==> src/les_pkg.sv <==
// les_pkg: widths, register indexes, reset values and arithmetic helpers
// for the lorenz euler stepper; no dependencies
`timescale 1ns / 1ps
`default_nettype none

package les_pkg;

    localparam int COORD_WIDTH = 32;
    localparam int COUNT_WIDTH = 20;
    localparam int FRAC_BITS   = 24;
    localparam int MUL_WIDTH   = COORD_WIDTH + 1;
    localparam int DIV_WIDTH   = COUNT_WIDTH + 8;
    localparam int CFG_WIDTH   = 32;
    localparam int DT_WIDTH    = 24;
    localparam int INDEX_WIDTH = 3;
    localparam int SEGMENTS    = 6;

    typedef logic signed [COORD_WIDTH-1:0] t_coord;
    typedef logic signed [MUL_WIDTH-1:0]   t_mop;
    typedef logic [COUNT_WIDTH-1:0]        t_count;
    typedef logic [DIV_WIDTH-1:0]          t_dword;
    typedef logic [23:0]                   t_rgb;

    localparam logic [INDEX_WIDTH-1:0] CFG_SIGMA = 3'd0;
    localparam logic [INDEX_WIDTH-1:0] CFG_RHO   = 3'd1;
    localparam logic [INDEX_WIDTH-1:0] CFG_BETA  = 3'd2;
    localparam logic [INDEX_WIDTH-1:0] CFG_DT    = 3'd3;
    localparam logic [INDEX_WIDTH-1:0] CFG_LIMIT = 3'd4;
    localparam logic [INDEX_WIDTH-1:0] CFG_W     = 3'd5;

    localparam logic [31:0]          SIGMA_RST = 32'd167772160;
    localparam logic [31:0]          RHO_RST   = 32'd469762048;
    localparam logic [31:0]          BETA_RST  = 32'd44738124;
    localparam logic [DT_WIDTH-1:0]  DT_RST    = 24'd16777;
    localparam logic [COUNT_WIDTH-1:0] LIMIT_RST = COUNT_WIDTH'(50000);
    localparam logic [31:0]          W_RST     = 32'd16777216;

    localparam t_coord COORD_MAX = {1'b0, {(COORD_WIDTH-1){1'b1}}};
    localparam t_coord COORD_MIN = {1'b1, {(COORD_WIDTH-1){1'b0}}};
    localparam t_coord COORD_ONE = t_coord'(64'd1 << FRAC_BITS);

    // saturating a + b or a - b
    function automatic t_coord sat_add(input t_coord a, input t_coord b, input logic sub);
        logic signed [COORD_WIDTH:0] s;
        if (sub) begin
            s = (COORD_WIDTH+1)'(a) - (COORD_WIDTH+1)'(b);
        end else begin
            s = (COORD_WIDTH+1)'(a) + (COORD_WIDTH+1)'(b);
        end
        if (s[COORD_WIDTH] != s[COORD_WIDTH-1]) begin
            return s[COORD_WIDTH] ? COORD_MIN : COORD_MAX;
        end
        return s[COORD_WIDTH-1:0];
    endfunction

    // 32-bit signed coefficient clamped into the coordinate range
    function automatic t_coord coeff_to_coord(input logic [31:0] v);
        logic signed [63:0] w;
        w = 64'(signed'(v));
        if (w > 64'(COORD_MAX)) begin
            return COORD_MAX;
        end
        if (w < 64'(COORD_MIN)) begin
            return COORD_MIN;
        end
        return t_coord'(w);
    endfunction

    function automatic t_mop to_mop(input t_coord v);
        return t_mop'(v);
    endfunction

    // rainbow ramp, 255 - v is the bitwise inverse of v
    function automatic t_rgb colour_of(input logic [2:0] seg, input logic [7:0] v);
        t_rgb c;
        unique case (seg)
            3'd0:    c = {8'hFF, v, 8'h00};
            3'd1:    c = {~v, 8'hFF, 8'h00};
            3'd2:    c = {8'h00, 8'hFF, v};
            3'd3:    c = {8'h00, ~v, 8'hFF};
            3'd4:    c = {v, 8'h00, 8'hFF};
            default: c = {8'hFF, 8'h00, ~v};
        endcase
        return c;
    endfunction

endpackage

`default_nettype wire

==> src/lorenz_euler_stepper.sv <==
// lorenz_euler_stepper: top level, sequencer for one forward euler step and
// rainbow colour per request; uses les_pkg, les_ser_mul, les_ser_div
//
//   channel | signals                                   | direction
//   in      | i_in_valid, o_in_ready, i_restart         | request in
//   out     | o_out_valid, i_out_ready, point/colour     | result out
//   cfg     | i_cfg_we, i_cfg_index, i_cfg_data          | register write
//
// a stepping request takes 7 serial products, then up to
// 3 serial divides (limit/6, index/period, ramp) and one store step
// a request past the step limit is taken and gives no result
// reset is synchronous active low; no clearing pass
// a finished result waits in the output register while the next request
// is taken; only the final store waits for a stalled output
`timescale 1ns / 1ps
`default_nettype none

module lorenz_euler_stepper import les_pkg::*; (
    input  wire logic                   i_clk,
    input  wire logic                   i_rst_n,
    input  wire logic                   i_cfg_we,
    input  wire logic [INDEX_WIDTH-1:0] i_cfg_index,
    input  wire logic [CFG_WIDTH-1:0]   i_cfg_data,
    input  wire logic                   i_in_valid,
    output logic                        o_in_ready,
    input  wire logic                   i_restart,
    output logic                        o_out_valid,
    input  wire logic                   i_out_ready,
    output t_coord                      o_x_pos,
    output t_coord                      o_y_pos,
    output t_coord                      o_z_pos,
    output logic [31:0]                 o_w_out,
    output logic [7:0]                  o_red,
    output logic [7:0]                  o_green,
    output logic [7:0]                  o_blue,
    output t_count                      o_step_index,
    output logic                        o_last_step
);

    localparam logic [2:0] S_IDLE  = 3'd0;
    localparam logic [2:0] S_MGO   = 3'd1;
    localparam logic [2:0] S_MWAIT = 3'd2;
    localparam logic [2:0] S_DGO   = 3'd3;
    localparam logic [2:0] S_DWAIT = 3'd4;
    localparam logic [2:0] S_OUT   = 3'd5;

    localparam logic [2:0] OP_DX = 3'd0;
    localparam logic [2:0] OP_DY = 3'd1;
    localparam logic [2:0] OP_XY = 3'd2;
    localparam logic [2:0] OP_BZ = 3'd3;
    localparam logic [2:0] OP_UX = 3'd4;
    localparam logic [2:0] OP_UY = 3'd5;
    localparam logic [2:0] OP_UZ = 3'd6;

    localparam logic [1:0] DV_PER  = 2'd0;
    localparam logic [1:0] DV_SEG  = 2'd1;
    localparam logic [1:0] DV_RAMP = 2'd2;

    // configuration
    logic [31:0]          r_sigma, r_rho, r_beta, r_w;
    logic [DT_WIDTH-1:0]  r_dt;
    t_count               r_limit;

    // run state
    logic [2:0] r_state, n_state;
    logic [2:0] r_op, n_op;
    logic [1:0] r_dop, n_dop;
    t_coord     r_x, r_y, r_z, n_x, n_y, n_z;
    t_coord     r_dx, r_dy, r_dz, n_dx, n_dy, n_dz;
    t_count     r_count, n_count;
    t_count     r_idx, n_idx;
    t_count     r_per, n_per;
    t_count     r_pos, n_pos;
    logic [2:0] r_seg, n_seg;
    t_rgb       r_held, n_held;
    t_rgb       r_col, n_col;

    // output register
    logic        r_out_valid, n_out_valid;
    t_coord      r_ox, r_oy, r_oz;
    logic [31:0] r_ow;
    t_rgb        r_ocol;
    t_count      r_oidx;
    logic        r_olast;
    logic        load_out;

    // serial units
    logic   mul_start, mul_done;
    t_mop   mul_a, mul_b;
    t_coord mul_res;
    logic   div_start, div_done;
    t_dword div_dividend, div_quo;
    t_count div_divisor, div_rem;

    t_coord sigma_c, rho_c, beta_c;
    t_count eff_count;
    logic   accept;

    les_ser_mul u_mul (
        .i_clk    (i_clk),
        .i_rst_n  (i_rst_n),
        .i_start  (mul_start),
        .i_a      (mul_a),
        .i_b      (mul_b),
        .o_done   (mul_done),
        .o_result (mul_res)
    );

    les_ser_div u_div (
        .i_clk       (i_clk),
        .i_rst_n     (i_rst_n),
        .i_start     (div_start),
        .i_dividend  (div_dividend),
        .i_divisor   (div_divisor),
        .o_done      (div_done),
        .o_quotient  (div_quo),
        .o_remainder (div_rem)
    );

    assign sigma_c    = coeff_to_coord(r_sigma);
    assign rho_c      = coeff_to_coord(r_rho);
    assign beta_c     = coeff_to_coord(r_beta);
    assign o_in_ready = (r_state == S_IDLE);
    assign accept     = i_in_valid && o_in_ready;
    assign mul_start  = (r_state == S_MGO);
    assign div_start  = (r_state == S_DGO);

    // operand select for the current product
    always_comb begin
        unique case (r_op)
            OP_DX: begin
                mul_a = to_mop(sigma_c);
                mul_b = to_mop(sat_add(r_y, r_x, 1'b1));
            end
            OP_DY: begin
                mul_a = to_mop(r_x);
                mul_b = to_mop(sat_add(rho_c, r_z, 1'b1));
            end
            OP_XY: begin
                mul_a = to_mop(r_x);
                mul_b = to_mop(r_y);
            end
            OP_BZ: begin
                mul_a = to_mop(beta_c);
                mul_b = to_mop(r_z);
            end
            OP_UX: begin
                mul_a = t_mop'({1'b0, r_dt});
                mul_b = to_mop(r_dx);
            end
            OP_UY: begin
                mul_a = t_mop'({1'b0, r_dt});
                mul_b = to_mop(r_dy);
            end
            default: begin
                mul_a = t_mop'({1'b0, r_dt});
                mul_b = to_mop(r_dz);
            end
        endcase
    end

    // operand select for the current divide
    always_comb begin
        unique case (r_dop)
            DV_PER: begin
                div_dividend = DIV_WIDTH'(r_limit);
                div_divisor  = COUNT_WIDTH'(SEGMENTS);
            end
            DV_SEG: begin
                div_dividend = DIV_WIDTH'(r_idx);
                div_divisor  = r_per;
            end
            default: begin
                div_dividend = (DIV_WIDTH'(r_pos) << 8) - DIV_WIDTH'(r_pos);
                div_divisor  = r_per;
            end
        endcase
    end

    always_comb begin
        n_state     = r_state;
        n_op        = r_op;
        n_dop       = r_dop;
        n_x         = r_x;
        n_y         = r_y;
        n_z         = r_z;
        n_dx        = r_dx;
        n_dy        = r_dy;
        n_dz        = r_dz;
        n_count     = r_count;
        n_idx       = r_idx;
        n_per       = r_per;
        n_pos       = r_pos;
        n_seg       = r_seg;
        n_held      = r_held;
        n_col       = r_col;
        load_out    = 1'b0;
        eff_count   = i_restart ? '0 : r_count;
        n_out_valid = r_out_valid && !i_out_ready;

        unique case (r_state)
            S_IDLE: begin
                if (accept) begin
                    if (i_restart) begin
                        n_x     = COORD_ONE;
                        n_y     = COORD_ONE;
                        n_z     = COORD_ONE;
                        n_count = '0;
                        n_held  = '0;
                    end
                    if (eff_count < r_limit) begin
                        n_idx   = eff_count;
                        n_op    = OP_DX;
                        n_state = S_MGO;
                    end
                end
            end
            S_MGO: begin
                n_state = S_MWAIT;
            end
            S_MWAIT: begin
                if (mul_done) begin
                    unique case (r_op)
                        OP_DX:   n_dx = mul_res;
                        OP_DY:   n_dy = sat_add(mul_res, r_y, 1'b1);
                        OP_XY:   n_dz = mul_res;
                        OP_BZ:   n_dz = sat_add(r_dz, mul_res, 1'b1);
                        OP_UX:   n_x  = sat_add(r_x, mul_res, 1'b0);
                        OP_UY:   n_y  = sat_add(r_y, mul_res, 1'b0);
                        default: n_z  = sat_add(r_z, mul_res, 1'b0);
                    endcase
                    if (r_op == OP_UZ) begin
                        n_dop   = DV_PER;
                        n_state = S_DGO;
                    end else begin
                        n_op    = r_op + 1'b1;
                        n_state = S_MGO;
                    end
                end
            end
            S_DGO: begin
                n_state = S_DWAIT;
            end
            S_DWAIT: begin
                if (div_done) begin
                    unique case (r_dop)
                        DV_PER: begin
                            n_per = div_quo[COUNT_WIDTH-1:0];
                            if (div_quo == '0) begin
                                // limit under six: always black
                                n_col   = '0;
                                n_held  = '0;
                                n_state = S_OUT;
                            end else begin
                                n_dop   = DV_SEG;
                                n_state = S_DGO;
                            end
                        end
                        DV_SEG: begin
                            if (div_quo >= DIV_WIDTH'(SEGMENTS)) begin
                                n_col   = r_held;
                                n_state = S_OUT;
                            end else begin
                                n_seg   = div_quo[2:0];
                                n_pos   = div_rem;
                                n_dop   = DV_RAMP;
                                n_state = S_DGO;
                            end
                        end
                        default: begin
                            n_col   = colour_of(r_seg, div_quo[7:0]);
                            n_held  = colour_of(r_seg, div_quo[7:0]);
                            n_state = S_OUT;
                        end
                    endcase
                end
            end
            S_OUT: begin
                if (!r_out_valid || i_out_ready) begin
                    load_out    = 1'b1;
                    n_out_valid = 1'b1;
                    n_count     = r_idx + 1'b1;
                    n_state     = S_IDLE;
                end
            end
            default: begin
                n_state = S_IDLE;
            end
        endcase
    end

    always_ff @(posedge i_clk) begin
        if (!i_rst_n) begin
            r_sigma     <= SIGMA_RST;
            r_rho       <= RHO_RST;
            r_beta      <= BETA_RST;
            r_dt        <= DT_RST;
            r_limit     <= LIMIT_RST;
            r_w         <= W_RST;
            r_state     <= S_IDLE;
            r_op        <= OP_DX;
            r_dop       <= DV_PER;
            r_x         <= COORD_ONE;
            r_y         <= COORD_ONE;
            r_z         <= COORD_ONE;
            r_count     <= '0;
            r_held      <= '0;
            r_out_valid <= 1'b0;
        end else begin
            if (i_cfg_we) begin
                unique case (i_cfg_index)
                    CFG_SIGMA: r_sigma <= i_cfg_data[31:0];
                    CFG_RHO:   r_rho   <= i_cfg_data[31:0];
                    CFG_BETA:  r_beta  <= i_cfg_data[31:0];
                    CFG_DT:    r_dt    <= i_cfg_data[DT_WIDTH-1:0];
                    CFG_LIMIT: r_limit <= i_cfg_data[COUNT_WIDTH-1:0];
                    CFG_W:     r_w     <= i_cfg_data[31:0];
                    default:   ;
                endcase
            end
            r_state     <= n_state;
            r_op        <= n_op;
            r_dop       <= n_dop;
            r_x         <= n_x;
            r_y         <= n_y;
            r_z         <= n_z;
            r_count     <= n_count;
            r_held      <= n_held;
            r_out_valid <= n_out_valid;
        end
    end

    always_ff @(posedge i_clk) begin
        r_dx  <= n_dx;
        r_dy  <= n_dy;
        r_dz  <= n_dz;
        r_idx <= n_idx;
        r_per <= n_per;
        r_pos <= n_pos;
        r_seg <= n_seg;
        r_col <= n_col;
        if (load_out) begin
            r_ox    <= r_x;
            r_oy    <= r_y;
            r_oz    <= r_z;
            r_ow    <= r_w;
            r_ocol  <= r_col;
            r_oidx  <= r_idx;
            r_olast <= ((COUNT_WIDTH+1)'(r_idx) + 1'b1) == (COUNT_WIDTH+1)'(r_limit);
        end
    end

    assign o_out_valid  = r_out_valid;
    assign o_x_pos      = r_ox;
    assign o_y_pos      = r_oy;
    assign o_z_pos      = r_oz;
    assign o_w_out      = r_ow;
    assign o_red        = r_ocol[23:16];
    assign o_green      = r_ocol[15:8];
    assign o_blue       = r_ocol[7:0];
    assign o_step_index = r_oidx;
    assign o_last_step  = r_olast;

endmodule

`default_nettype wire

==> src/les_ser_mul.sv <==
// les_ser_mul: serial shift-add fixed-point multiplier, one multiplier bit
// per cycle, truncating q.24 product with saturation; uses les_pkg
`timescale 1ns / 1ps
`default_nettype none

module les_ser_mul import les_pkg::*; (
    input  wire logic   i_clk,
    input  wire logic   i_rst_n,
    input  wire logic   i_start,
    input  wire t_mop   i_a,
    input  wire t_mop   i_b,
    output logic        o_done,
    output t_coord      o_result
);

    localparam int CNT_W  = $clog2(MUL_WIDTH + 1);
    localparam int PROD_W = 2 * MUL_WIDTH;
    localparam int MAG_W  = PROD_W - FRAC_BITS;

    logic                 r_busy, r_fin, r_done;
    logic [CNT_W-1:0]     r_cnt;
    logic                 r_neg;
    logic [MUL_WIDTH-1:0] r_mcand, r_hi, r_lo;
    t_coord               r_result;

    logic [MUL_WIDTH-1:0] mag_a, mag_b;
    logic [MUL_WIDTH:0]   sum;
    logic [PROD_W-1:0]    prod;
    logic [MAG_W-1:0]     mag;
    logic                 over;
    t_coord               res;

    always_comb begin
        mag_a = i_a[MUL_WIDTH-1] ? MUL_WIDTH'(-i_a) : MUL_WIDTH'(i_a);
        mag_b = i_b[MUL_WIDTH-1] ? MUL_WIDTH'(-i_b) : MUL_WIDTH'(i_b);
        sum   = {1'b0, r_hi} + (r_lo[0] ? {1'b0, r_mcand} : {(MUL_WIDTH+1){1'b0}});
        prod  = {r_hi, r_lo};
        mag   = prod[PROD_W-1:FRAC_BITS];
        over  = |mag[MAG_W-1:COORD_WIDTH-1];
        if (over) begin
            res = r_neg ? COORD_MIN : COORD_MAX;
        end else if (r_neg) begin
            res = t_coord'(-mag[COORD_WIDTH-1:0]);
        end else begin
            res = t_coord'(mag[COORD_WIDTH-1:0]);
        end
    end

    always_ff @(posedge i_clk) begin
        if (!i_rst_n) begin
            r_busy <= 1'b0;
            r_fin  <= 1'b0;
            r_done <= 1'b0;
            r_cnt  <= '0;
        end else begin
            r_done <= 1'b0;
            if (i_start) begin
                r_busy <= 1'b1;
                r_cnt  <= '0;
            end else if (r_busy) begin
                r_cnt <= r_cnt + 1'b1;
                if (r_cnt == CNT_W'(MUL_WIDTH - 1)) begin
                    r_busy <= 1'b0;
                    r_fin  <= 1'b1;
                end
            end else if (r_fin) begin
                r_fin  <= 1'b0;
                r_done <= 1'b1;
            end
        end
    end

    always_ff @(posedge i_clk) begin
        if (i_start) begin
            r_mcand <= mag_a;
            r_hi    <= '0;
            r_lo    <= mag_b;
            r_neg   <= i_a[MUL_WIDTH-1] ^ i_b[MUL_WIDTH-1];
        end else if (r_busy) begin
            r_hi <= sum[MUL_WIDTH:1];
            r_lo <= {sum[0], r_lo[MUL_WIDTH-1:1]};
        end
        if (r_fin) begin
            r_result <= res;
        end
    end

    assign o_done   = r_done;
    assign o_result = r_result;

endmodule

`default_nettype wire

==> src/les_ser_div.sv <==
// les_ser_div: restoring divider, one quotient bit per cycle
// uses les_pkg for widths
`timescale 1ns / 1ps
`default_nettype none

module les_ser_div import les_pkg::*; (
    input  wire logic   i_clk,
    input  wire logic   i_rst_n,
    input  wire logic   i_start,
    input  wire t_dword i_dividend,
    input  wire t_count i_divisor,
    output logic        o_done,
    output t_dword      o_quotient,
    output t_count      o_remainder
);

    localparam int CNT_W = $clog2(DIV_WIDTH + 1);

    logic             r_busy, r_done;
    logic [CNT_W-1:0] r_cnt;
    t_dword           r_quo;
    t_count           r_rem, r_div;

    logic [COUNT_WIDTH:0] trial, diff;
    logic                 ge;

    always_comb begin
        trial = {r_rem, r_quo[DIV_WIDTH-1]};
        ge    = trial >= {1'b0, r_div};
        diff  = trial - {1'b0, r_div};
    end

    always_ff @(posedge i_clk) begin
        if (!i_rst_n) begin
            r_busy <= 1'b0;
            r_done <= 1'b0;
            r_cnt  <= '0;
        end else begin
            r_done <= 1'b0;
            if (i_start) begin
                r_busy <= 1'b1;
                r_cnt  <= '0;
            end else if (r_busy) begin
                r_cnt <= r_cnt + 1'b1;
                if (r_cnt == CNT_W'(DIV_WIDTH - 1)) begin
                    r_busy <= 1'b0;
                    r_done <= 1'b1;
                end
            end
        end
    end

    always_ff @(posedge i_clk) begin
        if (i_start) begin
            r_quo <= i_dividend;
            r_rem <= '0;
            r_div <= i_divisor;
        end else if (r_busy) begin
            r_rem <= ge ? diff[COUNT_WIDTH-1:0] : trial[COUNT_WIDTH-1:0];
            r_quo <= {r_quo[DIV_WIDTH-2:0], ge};
        end
    end

    assign o_done      = r_done;
    assign o_quotient  = r_quo;
    assign o_remainder = r_rem;

endmodule

`default_nettype wire

==> config.mk <==
export PLATFORM = sky130hd
export DESIGN_NAME = lorenz_euler_stepper
export DESIGN_NICKNAME = d
export VERILOG_FILES = /design/src/les_pkg.sv /design/src/lorenz_euler_stepper.sv /design/src/les_ser_mul.sv /design/src/les_ser_div.sv
export SDC_FILE = /design/constraint.sdc
export NUM_CORES = 2
export LEC_CHECK = 0
export ABC_AREA = 0
export BUFFER_PORTS_ARGS = -buffer_cell sky130_fd_sc_hd__buf_2
export CAP_MARGIN = 20
export CELL_PAD_IN_SITES_DETAIL_PLACEMENT = 1
export CELL_PAD_IN_SITES_GLOBAL_PLACEMENT = 1
export CORE_MARGIN = 2
export CORE_UTILIZATION = 45
export CTS_CLUSTER_SIZE = 24
export DETAILED_ROUTE_END_ITERATION = 10
export PLACE_DENSITY = 0.85
export SETUP_SLACK_MARGIN = 0.3
export SLEW_MARGIN = 0
export SYNTH_ARGS = -nofsm -noshare
export SYNTH_HDL_FRONTEND = slang
export SYNTH_SLANG_ARGS = --single-unit
==> constraint.sdc <==
create_clock -name i_clk -period 11.2 [get_ports i_clk]
set_input_delay 0 -clock i_clk [delete_from_list [all_inputs] [get_ports i_clk]]
set_output_delay 0 -clock i_clk [all_outputs]
set_load 0.03 [all_outputs]
==> results by group <==
Run status
  • Status: completed

Timing
  • F_max: 129 MHz
  • Fin crit share: 0.690
  • Setup violators final: 0
  • Max Slew Vio Count: 0
  • Post-route clock skew: 0.0713 ns
  • Unrepaired setup endpoints after global routing: false
  • Worst slew pin tran: 1.16 ns
  • Fin crit period: 7.73 ns
  • Slew headroom: 0.226
  • Final setup TNS: 0 ns
  • Setup ws final: 3.47 ns
  • Final Hold Fails: 0

CTS
  • PostCTS Resize Cnt: 0
  • # hold bufs at CTS: 41
  • Clk sinks: 893
  • Clock buffer depth: 3
  • Clock-pin slew on the worst setup and hold paths: 0.06 ns
  • Clock tree from TritonCTS: built
  • H-tree levels: 3
  • Root Driver: clkbuf_16
  • CTS buffer count: 102
  • Setup bufs post-CTS: 0
  • Clk_lat worst skew: 0.75 ns

Critical path
  • Required @ worst endpoint: 11.64 ns
  • Worst-path fanout max: 19
  • Critical Path AT: 8.17 ns
  • Critical path startpoint category: register
  • Worst Reg2Reg Path Length in Cells: 24
  • CP Class: register to register
  • CP Capture Type: register

Die
  • Die Span Y: 347 um
  • Starting Density: 0.454
  • Placeable Area: 117,000 um^2
  • Die area: 120,000 um^2
  • Row count: 125
  • DIE WIDTH: 347 um
  • Num ports: 216

Power
  • Pint: 7150 uW
  • Switching power: 4280 uW
  • Net Sw Frac: 0.375
  • Seq pwr share: 0.351
  • LEAKAGE: 0.0232 uW
  • Logic gate share of total power: 0.335
  • Peak VDD IR: 0.137 mV
  • Clock network fraction of total power: 0.315
  • Cell Pwr Density: 191 nW/um^2

Drt
  • Number of remaining DRC errors: 0
  • Drt wl/cell: 28.9 um
  • DR vias/cell: 6.34
  • DRT Wirelength: 222 mm
  • TritonRoute pass-1 iters: 8
  • DRT iter0 DRCs: 5,290
  • Antenna viol nets, final: 0
  • Routed vias: 48,629

Place
  • Placed Cells incl. Taps: 7,426
  • Setup slack at placement: 3.67 ns
  • # port buffers: 215
  • Hpwl dp: 164 mm
  • Gpl congestion: 1.00

Global route
  • Gr ovfl total: 0
  • Initial antenna violation count: 21
  • Largest net degree at the start of global routing: 88
  • First-pass GRT wire length: 324 mm
  • Vias in the first global route: 48,535
  • GR Util All Layers: 0.358

Synthesis
  • Mean area per synthesized cell: 9.02 um^2
  • Synth unique cells: 107
  • Syn Std Cell Area: 53,000 um^2
  • Syn nets: 6,247
  • EDFF count, synth: 503
  • Ys Warns: 0
  • Synth Instances: 5,872
  • Async set-or-reset flop fraction in the synthesized netlist: 0
  • Seq/Total Area, Yosys: 0.433
  • Top FF cell, synth: edfxtp_1
  • Yosys reg bits: 893

Final layout
  • Area Overhead vs Synth: 12.8%
  • Final nets: 6,428
  • Final Instance Count excl. Fillers: 7,676
  • Top Registers: u_mul.r_hi x33, u_mul.r_lo x33, u_mul.r_mcand x33
  • Proportion of layout cells with a drive suffix above 1: 0.0962

Hold path
  • Hold crit path type: input pin to register
  • Cell depth of the worst hold path: 5

Job
  • Max-cap viol count: 0
stage by stage:
step	hold WS (ns)	instance area [um^2]	power, uW	util
after global routing	0.100	59700	11900	0.513
after floorplan	0.124	53000	6550	-
after global placement	0.309	55600	7630	0.477
after CTS	0.0553	59600	11400	0.512
after detailed placement	0.320	55700	7750	0.478
final	0.0574	59800	11400	0.513
cell usage in the layout, fill, tap and decap left out, types with 19 or more instances in the layout:
cell           instances
and3_1                33
a22oi_1               67
xnor2_1              228
edfxtp_1             503
nor4_1                32
o21bai_1              51
clkbuf_16            104
nor3_1                95
nand4_1               38
nand3_1              122
a31oi_1               36
dfxtp_1              387
or3_1                 54
a22o_1                37
ha_1                 324
inv_1                307
nand2_1              821
nor2_1               429
o21a_1                49
xor2_1               106
o31ai_1               19
dlygate4sd3_1         40
a21o_1                97
nor2b_1               82
o22ai_1               48
mux2i_1               89
buf_2                215
or2_2                 29
buf_4                 91
clkbuf_1              23
and2_1                61
a222oi_1              26
a221oi_1              25
a21oi_1              546
a211oi_1              46
o21ai_0              368
nand2b_1              57
o211ai_1              43
critical path, cell delays in order (launching register included):
cell	delay, ns
dfxtp_1	0.62
ha_1	0.37
a21o_1	0.21
nor3_1	0.26
a21o_2	0.28
a21oi_1	0.18
a2111o_1	0.50
a31oi_1	0.27
o21ai_0	0.19
o21a_1	0.20
o21ai_0	0.15
nand2b_1	0.08
xor2_1	0.16
ha_1	0.30
buf_4	0.28
inv_1	0.33
o311ai_0	0.74
clkdlybuf4s15_2	0.37
nor3b_1	0.07
o32ai_1	0.55
nand3_1	0.27
nand4b_1	0.40
o31ai_2	0.37
xnor2_1	0.18
o21ai_1	0.09
worst paths after layout:
| check | end | start | slack, ns |
|---|---|---|---|
| worst max register to register | u_mul.r_lo[29] | r_y[4] | 3.47 |
| worst max-delay path | u_mul.r_lo[29] | r_y[4] | 3.47 |
| worst min register to register | r_ocol[8] | r_col[8] | 0.42 |
| worst min-delay path | r_dt[23] | i_cfg_we | 0.06 |
cells by family (layout without fill, tap and decap cells):
family	Yosys count	count (layout)	synth area share
multiplexers	91	91	0.0172
buffers and inverters	589	860	0.0435
XOR/XNOR	334	334	0.0552
AND/OR/NAND/NOR	1939	1939	0.167
other	1	10	0.0000708
adder cells (fa/ha/maj)	344	344	0.0821
AO/OA/AOI/OAI	1681	1681	0.202
flip-flops	893	893	0.433
power by group through the flow:
| stage | clock network [uW] | logic (uW) | registers [uW] |
|---|---|---|---|
| after detailed placement | 0 | 3690 | 4060 |
| after global placement | 0 | 3590 | 4040 |
| after CTS | 3610 | 3750 | 4000 |
| after global routing | 3730 | 4120 | 4020 |
| final | 3600 | 3830 | 4010 |
| after floorplan | 0 | 2600 | 3950 |
metal layers:
| layer | global-route usage | part of all wire | vias up |
|---|---|---|---|
| met5 | 0 | 0.00046 | - |
| li1 | - | - | 21529 |
| met3 | 0.0788 | 0.094 | 534 |
| met2 | 0.564 | 0.45 | 2218 |
| met1 | 0.466 | 0.41 | 24332 |
| met4 | 0.171 | 0.052 | 16 |
Yosys cell counts, types with 51 or more instances:
cell      number  area share
nor3_1        97      0.0092
mux2i_1       90       0.017
dfxtp_1      390        0.15
xor2_1       106       0.018
ha_1         325       0.077
o21bai_1      51      0.0072
nand2b_1      59      0.0070
nor2_1       440       0.031
nand3_1      123       0.012
and2_1        62      0.0073
clkbuf_1     246       0.017
xnor2_1      228       0.038
nor2b_1       84      0.0099
nand2_1      823       0.058
a22oi_1       67      0.0095
or3_1         54      0.0064
a21o_1        97       0.014
o21ai_0      369       0.035
a21oi_1      550       0.052
inv_1        309       0.022
edfxtp_1     503        0.29
final cells by class:
cell class | instances | area (um^2)
clock inverter | 58 | 736
tap | 1524 | 1910
fill | 13390 | 56800
multi-input combinational | 4390 | 27900
inverter | 309 | 1160
clock buffer | 136 | 2810
sequential | 893 | 22900
antenna | 9 | 22.5
timing repair buffer | 357 | 2330
Note: power is estimated with default switching activity, not from simulation.
